## src/sv/surp_pkg.sv

```systemverilog
// Shared types and constants for the sensor UART response parser.
`default_nettype none
package surp_pkg;

  localparam logic [1:0] OP_BYTE    = 2'd0;
  localparam logic [1:0] OP_TICK    = 2'd1;
  localparam logic [1:0] OP_REQUEST = 2'd2;

  localparam logic [1:0] KIND_NONE  = 2'd0;
  localparam logic [1:0] KIND_EULER = 2'd1;
  localparam logic [1:0] KIND_CALIB = 2'd2;
  localparam logic [1:0] KIND_BAD   = 2'd3;

  localparam logic [1:0] RES_ACK   = 2'd0;
  localparam logic [1:0] RES_EULER = 2'd1;
  localparam logic [1:0] RES_CALIB = 2'd2;
  localparam logic [1:0] RES_RAW   = 2'd3;

  localparam logic [7:0] SYNC_ACK  = 8'hEE;
  localparam logic [7:0] SYNC_DATA = 8'hBB;

  localparam logic [7:0] TIMEOUT_RST = 8'd10;

  localparam int STORE_DEPTH = 6;
  localparam int QUEUE_DEPTH = 4;
  localparam int QUEUE_AW    = $clog2(QUEUE_DEPTH);

  typedef struct packed {
    logic [1:0] operation;
    logic [7:0] rx_byte;
    logic [1:0] request_kind;
  } in_item_t;

  typedef struct packed {
    logic [1:0]        result_kind;
    logic [7:0]        ack_status;
    logic [7:0]        first_payload_byte;
    logic signed [15:0] roll_angle;
    logic signed [15:0] pitch_angle;
    logic signed [15:0] yaw_angle;
    logic [1:0]        mag_calibration;
    logic [1:0]        accel_calibration;
    logic [1:0]        gyro_calibration;
    logic [1:0]        system_calibration;
  } out_item_t;

  typedef logic [STORE_DEPTH-1:0][7:0] payload_t;

  // Completed frame handed from parser to decoder
  typedef struct packed {
    logic       is_ack;
    logic [7:0] status;
    logic [1:0] kind;
    payload_t   bytes;
  } frame_ev_t;

  typedef struct packed {
    logic full;
  } q_stat_t;

endpackage
`default_nettype wire

```

## src/sv/surp_front.sv

```systemverilog
// Frame parser: accepts bytes, ticks and request events, emits completed frames.
`default_nettype none
module surp_front (
  input  wire logic                clk,
  input  wire logic                rst_n,
  input  wire logic                push,
  input  wire surp_pkg::in_item_t  in_data,
  input  wire surp_pkg::q_stat_t   q_stat,
  input  wire logic                cfg_wr_en,
  input  wire logic [7:0]          cfg_wr_data,
  output logic                     full,
  output logic                     ev_push,
  output surp_pkg::frame_ev_t      ev_data
);
  import surp_pkg::*;

  localparam logic [1:0] PH_IDLE    = 2'd0;
  localparam logic [1:0] PH_HEADER  = 2'd1;
  localparam logic [1:0] PH_PAYLOAD = 2'd2;

  logic [1:0] phase_r, phase_nxt;
  logic       is_data_r, is_data_nxt;
  logic [7:0] frame_length_r, frame_length_nxt;
  logic [7:0] byte_count_r, byte_count_nxt;
  logic [7:0] elapsed_r, elapsed_nxt;
  logic [1:0] pending_r, pending_nxt;
  logic [7:0] timeout_r;
  payload_t   payload_r, payload_nxt;
  logic       accept;
  logic [1:0] phase_eff;
  logic [7:0] count_inc;
  logic [7:0] c;

  assign full   = q_stat.full;
  assign accept = push && !full;
  assign c      = in_data.rx_byte;

  always_comb begin
    phase_nxt        = phase_r;
    is_data_nxt      = is_data_r;
    frame_length_nxt = frame_length_r;
    byte_count_nxt   = byte_count_r;
    elapsed_nxt      = elapsed_r;
    pending_nxt      = pending_r;
    payload_nxt      = payload_r;
    ev_push          = 1'b0;
    ev_data          = '0;
    phase_eff        = phase_r;
    count_inc        = (byte_count_r != 8'hFF) ? byte_count_r + 8'd1 : byte_count_r;

    if (accept) begin
      case (in_data.operation)
        OP_TICK: begin
          if (elapsed_r != 8'hFF) begin
            elapsed_nxt = elapsed_r + 8'd1;
          end
        end
        OP_REQUEST: begin
          phase_nxt   = PH_IDLE;
          pending_nxt = (in_data.request_kind == KIND_BAD) ? KIND_NONE : in_data.request_kind;
        end
        OP_BYTE: begin
          if (phase_r != PH_IDLE && elapsed_r > timeout_r) begin
            phase_eff = PH_IDLE;
          end
          phase_nxt = phase_eff;
          case (phase_eff)
            PH_IDLE: begin
              if (c == SYNC_ACK || c == SYNC_DATA) begin
                elapsed_nxt = '0;
                phase_nxt   = PH_HEADER;
                is_data_nxt = (c == SYNC_DATA);
              end
            end
            PH_HEADER: begin
              if (!is_data_r) begin
                payload_nxt[0] = c;
                phase_nxt      = PH_IDLE;
                ev_push        = 1'b1;
                ev_data.is_ack = 1'b1;
                ev_data.status = c;
              end else begin
                frame_length_nxt = c;
                byte_count_nxt   = '0;
                if (c == 8'd0) begin
                  phase_nxt     = PH_IDLE;
                  pending_nxt   = KIND_NONE;
                  ev_push       = 1'b1;
                  ev_data.kind  = pending_r;
                  ev_data.bytes = payload_r;
                end else begin
                  phase_nxt = PH_PAYLOAD;
                end
              end
            end
            PH_PAYLOAD: begin
              if (byte_count_r < 8'(STORE_DEPTH)) begin
                payload_nxt[byte_count_r[$clog2(STORE_DEPTH)-1:0]] = c;
              end
              byte_count_nxt = count_inc;
              if (count_inc == frame_length_r) begin
                phase_nxt     = PH_IDLE;
                pending_nxt   = KIND_NONE;
                ev_push       = 1'b1;
                ev_data.kind  = pending_r;
                ev_data.bytes = payload_nxt;
              end
            end
            default: begin
              phase_nxt = PH_IDLE;
            end
          endcase
        end
        default: begin
        end
      endcase
    end
  end

  always_ff @(posedge clk) begin
    if (!rst_n) begin
      phase_r        <= PH_IDLE;
      is_data_r      <= 1'b0;
      frame_length_r <= '0;
      byte_count_r   <= '0;
      elapsed_r      <= '0;
      pending_r      <= KIND_NONE;
      payload_r      <= '0;
      timeout_r      <= TIMEOUT_RST;
    end else begin
      phase_r        <= phase_nxt;
      is_data_r      <= is_data_nxt;
      frame_length_r <= frame_length_nxt;
      byte_count_r   <= byte_count_nxt;
      elapsed_r      <= elapsed_nxt;
      pending_r      <= pending_nxt;
      payload_r      <= payload_nxt;
      if (cfg_wr_en) begin
        timeout_r <= cfg_wr_data;
      end
    end
  end

  a_payload_count: assert property (@(posedge clk) disable iff (!rst_n)
    phase_r == PH_PAYLOAD |-> byte_count_r < frame_length_r)
    else $error("payload count reached frame length without completion");

  a_pending_legal: assert property (@(posedge clk) disable iff (!rst_n)
    pending_r != KIND_BAD)
    else $error("illegal pending request kind");

  a_done_clears: assert property (@(posedge clk) disable iff (!rst_n)
    ev_push && !ev_data.is_ack |=> pending_r == KIND_NONE && phase_r == PH_IDLE)
    else $error("data frame completion did not clear pending kind");

endmodule
`default_nettype wire

```

## src/sv/surp_queue.sv

```systemverilog
// Short frame queue between the parser and the decoder.
`default_nettype none
module surp_queue (
  input  wire logic                clk,
  input  wire logic                rst_n,
  input  wire logic                wr_en,
  input  wire surp_pkg::frame_ev_t wr_data,
  input  wire logic                rd_en,
  output surp_pkg::q_stat_t        stat,
  output logic                     rd_valid,
  output surp_pkg::frame_ev_t      rd_data
);
  import surp_pkg::*;

  frame_ev_t                 mem_r [QUEUE_DEPTH];
  logic [QUEUE_AW-1:0]       wptr_r, wptr_nxt;
  logic [QUEUE_AW-1:0]       rptr_r, rptr_nxt;
  logic [QUEUE_AW:0]         count_r, count_nxt;
  logic                      do_wr, do_rd;

  assign stat.full = (count_r == (QUEUE_AW+1)'(QUEUE_DEPTH));
  assign rd_valid  = (count_r != '0);
  assign rd_data   = mem_r[rptr_r];
  assign do_wr     = wr_en && !stat.full;
  assign do_rd     = rd_en && rd_valid;

  always_comb begin
    wptr_nxt  = do_wr ? wptr_r + 1'b1 : wptr_r;
    rptr_nxt  = do_rd ? rptr_r + 1'b1 : rptr_r;
    count_nxt = count_r + (QUEUE_AW+1)'(do_wr) - (QUEUE_AW+1)'(do_rd);
  end

  always_ff @(posedge clk) begin
    if (do_wr) begin
      mem_r[wptr_r] <= wr_data;
    end
  end

  always_ff @(posedge clk) begin
    if (!rst_n) begin
      wptr_r  <= '0;
      rptr_r  <= '0;
      count_r <= '0;
    end else begin
      wptr_r  <= wptr_nxt;
      rptr_r  <= rptr_nxt;
      count_r <= count_nxt;
    end
  end

  a_count_bound: assert property (@(posedge clk) disable iff (!rst_n)
    count_r <= (QUEUE_AW+1)'(QUEUE_DEPTH))
    else $error("frame queue count out of range");

endmodule
`default_nettype wire

```

## src/sv/surp_back.sv

```systemverilog
// Frame decoder with output register: angle scaling and calibration unpacking.
`default_nettype none
module surp_back (
  input  wire logic                clk,
  input  wire logic                rst_n,
  input  wire logic                ev_valid,
  input  wire surp_pkg::frame_ev_t ev_data,
  output logic                     ev_pop,
  input  wire logic                pop,
  output logic                     empty,
  output surp_pkg::out_item_t      out_data
);
  import surp_pkg::*;

  out_item_t res_r, res_nxt;
  logic      valid_r, valid_nxt;
  logic      load;

  // x*5/8 truncated toward zero, optionally negated
  function automatic logic signed [15:0] scale_angle(input logic [7:0] lo,
                                                     input logic [7:0] hi,
                                                     input logic       neg);
    logic signed [18:0] p;
    logic signed [18:0] q;
    logic signed [15:0] s;
    p = 19'($signed({hi, lo}));
    p = (p <<< 2) + p;
    q = p[18] ? p + 19'sd7 : p;
    s = 16'(q >>> 3);
    return neg ? -s : s;
  endfunction

  assign load   = ev_valid && (!valid_r || pop);
  assign ev_pop = load;
  assign empty  = !valid_r;
  assign out_data = res_r;

  always_comb begin
    res_nxt   = '0;
    valid_nxt = valid_r;
    if (pop && valid_r) begin
      valid_nxt = 1'b0;
    end
    if (ev_data.is_ack) begin
      res_nxt.result_kind = RES_ACK;
      res_nxt.ack_status  = ev_data.status;
    end else begin
      res_nxt.first_payload_byte = ev_data.bytes[0];
      case (ev_data.kind)
        KIND_EULER: begin
          res_nxt.result_kind = RES_EULER;
          res_nxt.roll_angle  = scale_angle(ev_data.bytes[2], ev_data.bytes[3], 1'b0);
          res_nxt.pitch_angle = scale_angle(ev_data.bytes[4], ev_data.bytes[5], 1'b1);
          res_nxt.yaw_angle   = scale_angle(ev_data.bytes[0], ev_data.bytes[1], 1'b0);
        end
        KIND_CALIB: begin
          res_nxt.result_kind        = RES_CALIB;
          res_nxt.mag_calibration    = ev_data.bytes[0][1:0];
          res_nxt.accel_calibration  = ev_data.bytes[0][3:2];
          res_nxt.gyro_calibration   = ev_data.bytes[0][5:4];
          res_nxt.system_calibration = ev_data.bytes[0][7:6];
        end
        default: begin
          res_nxt.result_kind = RES_RAW;
        end
      endcase
    end
    if (load) begin
      valid_nxt = 1'b1;
    end
  end

  always_ff @(posedge clk) begin
    if (load) begin
      res_r <= res_nxt;
    end
  end

  always_ff @(posedge clk) begin
    if (!rst_n) begin
      valid_r <= 1'b0;
    end else begin
      valid_r <= valid_nxt;
    end
  end

  a_hold_result: assert property (@(posedge clk) disable iff (!rst_n)
    valid_r && !pop |=> valid_r && $stable(res_r))
    else $error("waiting result changed before it was taken");

endmodule
`default_nettype wire

```

## src/sv/sensor_uart_response_parser.sv

```systemverilog
// Top level of the sensor UART response parser.
//
//  channel | direction | handshake          | payload
//  input   | in        | push / full        | in_data  (in_item_t)
//  result  | out       | empty / pop        | out_data (out_item_t)
//  config  | in        | cfg_wr_en          | cfg_wr_data (frame timeout, ms)
//
// One input transaction per cycle while full is low; a completed frame goes
// to the result port through parser, frame queue and decoder register.
// full follows the four-entry frame queue; it rises only while results back up.
// Synchronous active-low reset; the timeout register resets to 10 ms.
`default_nettype none
module sensor_uart_response_parser (
  input  wire logic                clk,
  input  wire logic                rst_n,
  input  wire logic                push,
  output logic                     full,
  input  wire surp_pkg::in_item_t  in_data,
  output logic                     empty,
  input  wire logic                pop,
  output surp_pkg::out_item_t      out_data,
  input  wire logic                cfg_wr_en,
  input  wire logic [7:0]          cfg_wr_data
);
  import surp_pkg::*;

  q_stat_t   q_stat;
  logic      ev_push;
  frame_ev_t ev_wr;
  logic      ev_valid;
  frame_ev_t ev_rd;
  logic      ev_pop;

  surp_front u_front (
    .clk         (clk),
    .rst_n       (rst_n),
    .push        (push),
    .in_data     (in_data),
    .q_stat      (q_stat),
    .cfg_wr_en   (cfg_wr_en),
    .cfg_wr_data (cfg_wr_data),
    .full        (full),
    .ev_push     (ev_push),
    .ev_data     (ev_wr)
  );

  surp_queue u_queue (
    .clk      (clk),
    .rst_n    (rst_n),
    .wr_en    (ev_push),
    .wr_data  (ev_wr),
    .rd_en    (ev_pop),
    .stat     (q_stat),
    .rd_valid (ev_valid),
    .rd_data  (ev_rd)
  );

  surp_back u_back (
    .clk      (clk),
    .rst_n    (rst_n),
    .ev_valid (ev_valid),
    .ev_data  (ev_rd),
    .ev_pop   (ev_pop),
    .pop      (pop),
    .empty    (empty),
    .out_data (out_data)
  );

endmodule
`default_nettype wire
```

## config.mk

```make
export PLATFORM = sky130hd
export DESIGN_NAME = sensor_uart_response_parser
export DESIGN_NICKNAME = d
export VERILOG_FILES = /design/src/sv/surp_pkg.sv /design/src/sv/surp_front.sv /design/src/sv/surp_queue.sv /design/src/sv/surp_back.sv /design/src/sv/sensor_uart_response_parser.sv
export SDC_FILE = /design/constraint.sdc
export NUM_CORES = 1
export LEC_CHECK = 0
export BUFFER_PORTS_ARGS = -buffer_cell sky130_fd_sc_hd__buf_2
export CAP_MARGIN = 25
export CORE_ASPECT_RATIO = 1.2
export CORE_MARGIN = 5
export CORE_UTILIZATION = 40
export CTS_CLUSTER_DIAMETER = 40
export CTS_CLUSTER_SIZE = 25
export DETAILED_ROUTE_END_ITERATION = 8
export GPL_ROUTABILITY_DRIVEN = 0
export PLACE_DENSITY = 0.61
export SYNTH_ARGS = -nofsm -noshare
export SYNTH_HDL_FRONTEND = slang
export SYNTH_HIERARCHICAL = 1
export SYNTH_SLANG_ARGS = --single-unit
```

## constraint.sdc

```tcl
create_clock -name clk -period 9.9 [get_ports clk]
set_clock_uncertainty 0.2 [all_clocks]
set_input_delay 0 -clock clk [delete_from_list [all_inputs] [get_ports clk]]
set_output_delay 0 -clock clk [all_outputs]
set_load 0.02 [all_outputs]
```

# Yosys cells after proc, flatten, opt, wreduce, memory -nomap -nowiden
# Memories as Yosys holds them, arrays and structs flattened. A register that Yosys moved wholly into a read port is not among the register bits.
# Index checks and enable logic that the tools add are counted.
[classes]
reduce_logical = 32
eq_ne = 22
mux = 52
order_cmp = 4
bitwise = 4
add_sub_neg = 13
[ops]
columns = ["op", "n"]
rows = [
  ["50-bit two-way mux", 3],
  ["59-bit two-way mux", 2],
  ["50-bit one-hot mux with 2 select lines", 1],
  ["18-bit by 16-bit adder with 19-bit output", 3],
  ["19-bit by 4-bit adder with 19-bit output, second input constant", 3],
  ["8-bit two-way mux", 7],
  ["48-bit bitwise mux", 1],
  ["48-bit two-way mux", 1],
  ["8-bit one-hot mux with 2 select lines", 3],
  ["18-bit two-way mux", 2],
  ["2-bit two-way mux", 13],
  ["8-bit demux with 3-bit select", 1],
  ["19-bit two-way mux", 1],
  ["9-bit two-way mux", 2],
  ["8-bit by 1-bit adder with 8-bit output, second input constant", 2],
  ["8-bit equality test, second input constant", 2],
  ["8-bit != test, second input constant", 2],
  ["16-bit negator", 1],
  ["2-bit one-hot mux with 2 select lines", 4],
  ["4-bit AND reduction", 4],
  ["3-bit by 2-bit != test with 1-bit output, second input constant", 4],
  ["2-bit nonzero test", 5],
  ["1-bit two-way mux", 9],
  ["2-bit equality test, second input constant", 4],
  ["other kinds (27)", 47],
]
[totals]
output_inout_bits = 76
ramBits = 236
regBits = 167
memories = 1
[memory_table]
columns = ["memory", "depth", "word_bits", "read_ports", "rd_ports_with_merged_regs", "wr", "line_no", "text"]
rows = [
  ["u_queue.mem_r", 4, 59, 1, 1, 1, "surp_queue.sv:15", "frame_ev_t mem_r [QUEUE_DEPTH];"],
]

# Longest topological paths before layout
[depth]
ltp_word = 12
mapped_depth = 21

# By module
# Netlist, hierarchy kept.
[by_module_without_submodules]
columns = ["module", "cells_each", "seq_area_each_um2", "instances", "area_per_inst_um2"]
rows = [
  ["surp_queue", 358, 7267.0, 1, 9002.4],
  ["surp_back", 666, 2242.2, 1, 6318.6],
  ["surp_front", 578, 1701.6, 1, 5003.5],
]

# Worst setup path after synthesis
# Ideal clock, no wire load.
[synth_path]
path_kind = "flip-flop to flip-flop"
from = "register u_back.valid_r"
to = "register u_queue.count_r[2]"
period_less_slack_ns = 5.826
setup_time_ns = 0.115
t_arrival_ns = 5.511
path_slack_ns = 4.074
path_buffers = 0
path_stages_with_launch = 12
required_ns = 9.585
path_cell_list = "dfxtp_1 -> inv_1 -> nor2_1 -> nor2b_1 -> o31a_1 -> ha_1 -> inv_1 -> ha_1 -> fa_1 -> xnor2_1 -> xnor2_1 -> and2_1"
[synth_between]
elab_chain_len = 5
[synth_lines]
columns = ["item", "line_no", "text"]
rows = [
  ["start, declared", "surp_back.sv:16", "logic valid_r, valid_nxt;"],
  ["start signal, assigned", "surp_back.sv:83", "valid_r <= valid_nxt;"],
  ["1-bit logical NOT", "n/a", ""],
  ["via empty", "sensor_uart_response_parser.sv:19", "output logic empty,"],
  ["1-bit logical OR", "surp_back.sv:33", "assign load = ev_valid && (!valid_r || pop);"],
  ["1-bit logical AND", "surp_back.sv:33", ""],
  ["via ev_pop", "sensor_uart_response_parser.sv:32", "logic ev_pop;"],
  ["1-bit logical AND", "surp_queue.sv:25", "assign do_rd = rd_en && rd_valid;"],
  ["via u_queue.do_rd", "surp_queue.sv:19", "logic do_wr, do_rd;"],
  ["3-bit by 1-bit subtractor with 3-bit output", "surp_queue.sv:30", "count_nxt = count_r + (QUEUE_AW+1)'(do_wr) - (QUEUE_AW+1)'(do_rd);"],
  ["end signal, assigned", "surp_queue.sv:47", "count_r <= count_nxt;"],
  ["end, declared", "surp_queue.sv:18", "logic [QUEUE_AW:0] count_r, count_nxt;"],
]
# The timed path passes the listed nets, and every way through them passes these cells.
# A chain may end at the register's enable or synchronous reset.

==> impl_metrics.ini <==
[final_layout]
fillers = 4400
antennaDiodeCount = 0
multiInputGateArea_sq_um = 8590
area_delta_synth_final_pct = 16.0
finalInstanceArea_sq_um = 23600
seq_area_sq_um = 11200
layout-drive-gt1-share_pct = 17.9
post-route-util_pct = 46.8
final_nets = 1826

[flow_run]
drv_cap = 0

[synth]
synth_top_cell_by_area = edfxtp_1
synth_top_area_share_pct = 45.8
synth_most_common_cell = edfxtp_1
syn_nets = 1693
avgSynthCellArea_sq_um = 12.7
seq_area_frac_synth_pct = 55.2
synth-seq-cells = 405
synth_cell_types = 89
synthCells = 1602
synth_common_cells = edfxtp_1, nor2_1, dfxtp_1
synth-edff-count = 310
async_flop_share_pct = 0
synth_area_sq_um = 20300
synth.area.top_cells = edfxtp_1, dfxtp_1, mux4_2
synth-main-ff-cell = edfxtp_1
yosysWarnings = 6

[global_route]
grt_pass1_wl_mm = 69.9
grt_max_degree = 72
overflow = 0
first_global_vias = 13200
grt_usage_pct = 15.2
antenna_found_initial = 0

[power]
p_per_area_nw_per_um2 = 157
vdd_ir_drop_max_uv = 127
p_leak_nw = 8.29

[critical_path]
crit_path_end_kind = flop
reg2reg_slack_ns = 4.31
r2r-end = u_back/out_data[39]$_SDFFCE_PP0P_
required_ns = 10.04
cp.arrival_ns = 5.73
worstRegToRegCells = 12
cp-start-kind = flop
critical_path_class = flop to flop
worstPathMaxFanout = 32

[route]
dr.pass1.iters = 5
wirelength_mm = 42.8
via_per_inst = 5.48
wire_per_inst_microns = 17.7
drc_errors = 0
vias = 13300
drt-initial-drc-count = 801
ant_nets = 0

[clocking]
clock_path_buffers = 3
cts.sinks = 405
htree_levels = 2
cts_tree = built
clk_latency_ns = 0.58
cts_setup_buffers = 0
clk_pin_slew_ns = 0.06
cts_buffers = 49
cts_root_buf = clkbuf_16

[timing]
rsz0062_at_grt = false
setup_viol = 0
max_slew_margin_pct = 36.9
timing.fmax_ghz = 0.179
tightestPinTransition_ns = 0.938
tns_ns = 0
drv_slew = 0
fin_crit_ns = 5.59
fin_crit_sh_pct = 56.5
final_hold_viol_count = 0

[floorplan]
io_pins = 101
start_util_pct = 40.4
dieHeight_microns = 257
dieArea_sq_um = 55400
coreArea_sq_um = 50300
fp.dieW_microns = 216
rows = 90

[min_path]
whs_endpoint = u_front/elapsed_r[0]$_SDFFE_PN0P_
hold_class = input port to flop
hold_depth = 4
min_from = in_data[10]

[run_status]
status = finished clean

[placed_design]
dpl.hpwl_mm = 28.1
io_buffers = 100
placed_cell_area_sq_um = 21400
==> kinds of logic after synthesis <==
kind of cell               count (synthesis)  share of synthesized area (%)
AOI/OAI and AO/OA                        315                           11.6
DFF                                      405                           55.2
muxes                                    134                           10.2
buffers and inverters                    123                           2.68
and+or+nand+nor                          492                           13.2
adders and majority gates                 67                           4.26
xor gates and xnor gates                  66                           2.84
==> power by group <==
part	switching [W]	internal (W)
clock	0.000780	0.00105
combinational	0.0000352	0.0000238
sequential	0.00000170	0.00181
==> through the flow <==
stage / power (W) / setup slack (ns) / hold WS (ns) / cells
after floorplan: 0.00187 / 4.07 / -0.0824 / 1602
after global placement: 0.00189 / 4.27 / 0.0231 / 2278
after detailed placement: 0.00189 / 4.27 / 0.0288 / 2278
after CTS: 0.00374 / 4.25 / 0.0669 / 2418
after global routing: 0.00382 / 3.88 / 0.111 / 2418
final: 0.00369 / 4.31 / 0.114 / 2418
==> placed cells by master (no fill, tap or decap), drive strengths merged, types with 17 or more instances in the layout <==
cell,instances
nor2,152
mux4,59
and2,37
nand3,39
nor3,33
xor2,23
dfxtp,95
and3,23
edfxtp,310
o21ai,38
or3,17
clkbuf,53
a22o,48
mux2i,72
buf,112
nand2,63
xnor2,43
inv,58
ha,62
a21oi,68
dlygate4sd3,50
o211ai,19
nor3b,17
nor2b,20
nand4,20
==> routing by layer <==
metal	vias up	routed length, microns	share of wire, %	global-route usage [%]
met1	6489	18400	43	19.1
li1	6440	-	-	-
met2	268	21700	51	27.1
met4	0	847	2.0	4.07
met5	-	0	0	0
met3	58	1770	4.1	2.67
==> registers in the layout (all words and copies together) (netlist names), named ones only <==
signal / count
u_queue/mem_r: 236
u_back/out_data: 74
u_front/payload_r: 48
u_front/byte_count_r: 8
u_front/elapsed_r: 8
u_front/frame_length_r: 8
u_front/timeout_r: 8
u_queue/count_r: 3
u_front/pending_r: 2
u_front/phase_r: 2
u_queue/rptr_r: 2
u_queue/wptr_r: 2
u_back/valid_r: 1
u_front/is_data_r: 1
==> area by class of cell <==
class | instances | area share, %
sequential | 405 | 47.6
multi-input combinational | 1074 | 36.4
clock buffer | 53 | 5.36
timing repair buffer | 162 | 4.63
tap | 644 | 3.42
clock inverter | 37 | 1.89
inverter | 43 | 0.685
==> worst max-delay path: stages (launching register included) <==
cell and delay [ns]:
dfxtp_4 0.78, buf_4 0.58, mux4_2 0.59, ha_1 0.25, fa_1 0.42, a211o_1 0.36
a2111oi_1 0.49, nor3_1 0.20, nor3_2 0.40, and4_1 0.36, o211ai_1 0.11, o22ai_1 0.21
mux2_2 0.35
==> what timing repair did <==
action,4_1_cts,5_1_grt
setup endpoints to repair,0,0
endpoints found under the hold margin,328,0
resized for setup,0,0
hold buffers,50,0
==> how the worst max path moves through the flow <==
stage	startpoint	cells past startpoint	endpoint	slack, ns
2_1_floorplan	u_back/valid_r$_SDFFE_PN0P_	11	u_queue/count_r[2]$_SDFF_PN0_	4.07
3_3_place_gp	flop	12	u_back/out_data[39]$_SDFFCE_PP0P_	4.27
3_5_place_dp	flop	12	u_back/out_data[39]$_SDFFCE_PP0P_	4.27
4_1_cts	flop	12	u_back/out_data[39]$_SDFFCE_PP0P_	4.25
5_1_grt	flop	12	u_back/out_data[39]$_SDFFCE_PP0P_	3.88
6_report	flop	12	u_back/out_data[39]$_SDFFCE_PP0P_	4.31
No activity file was read; power rests on OpenSTA's default activity.
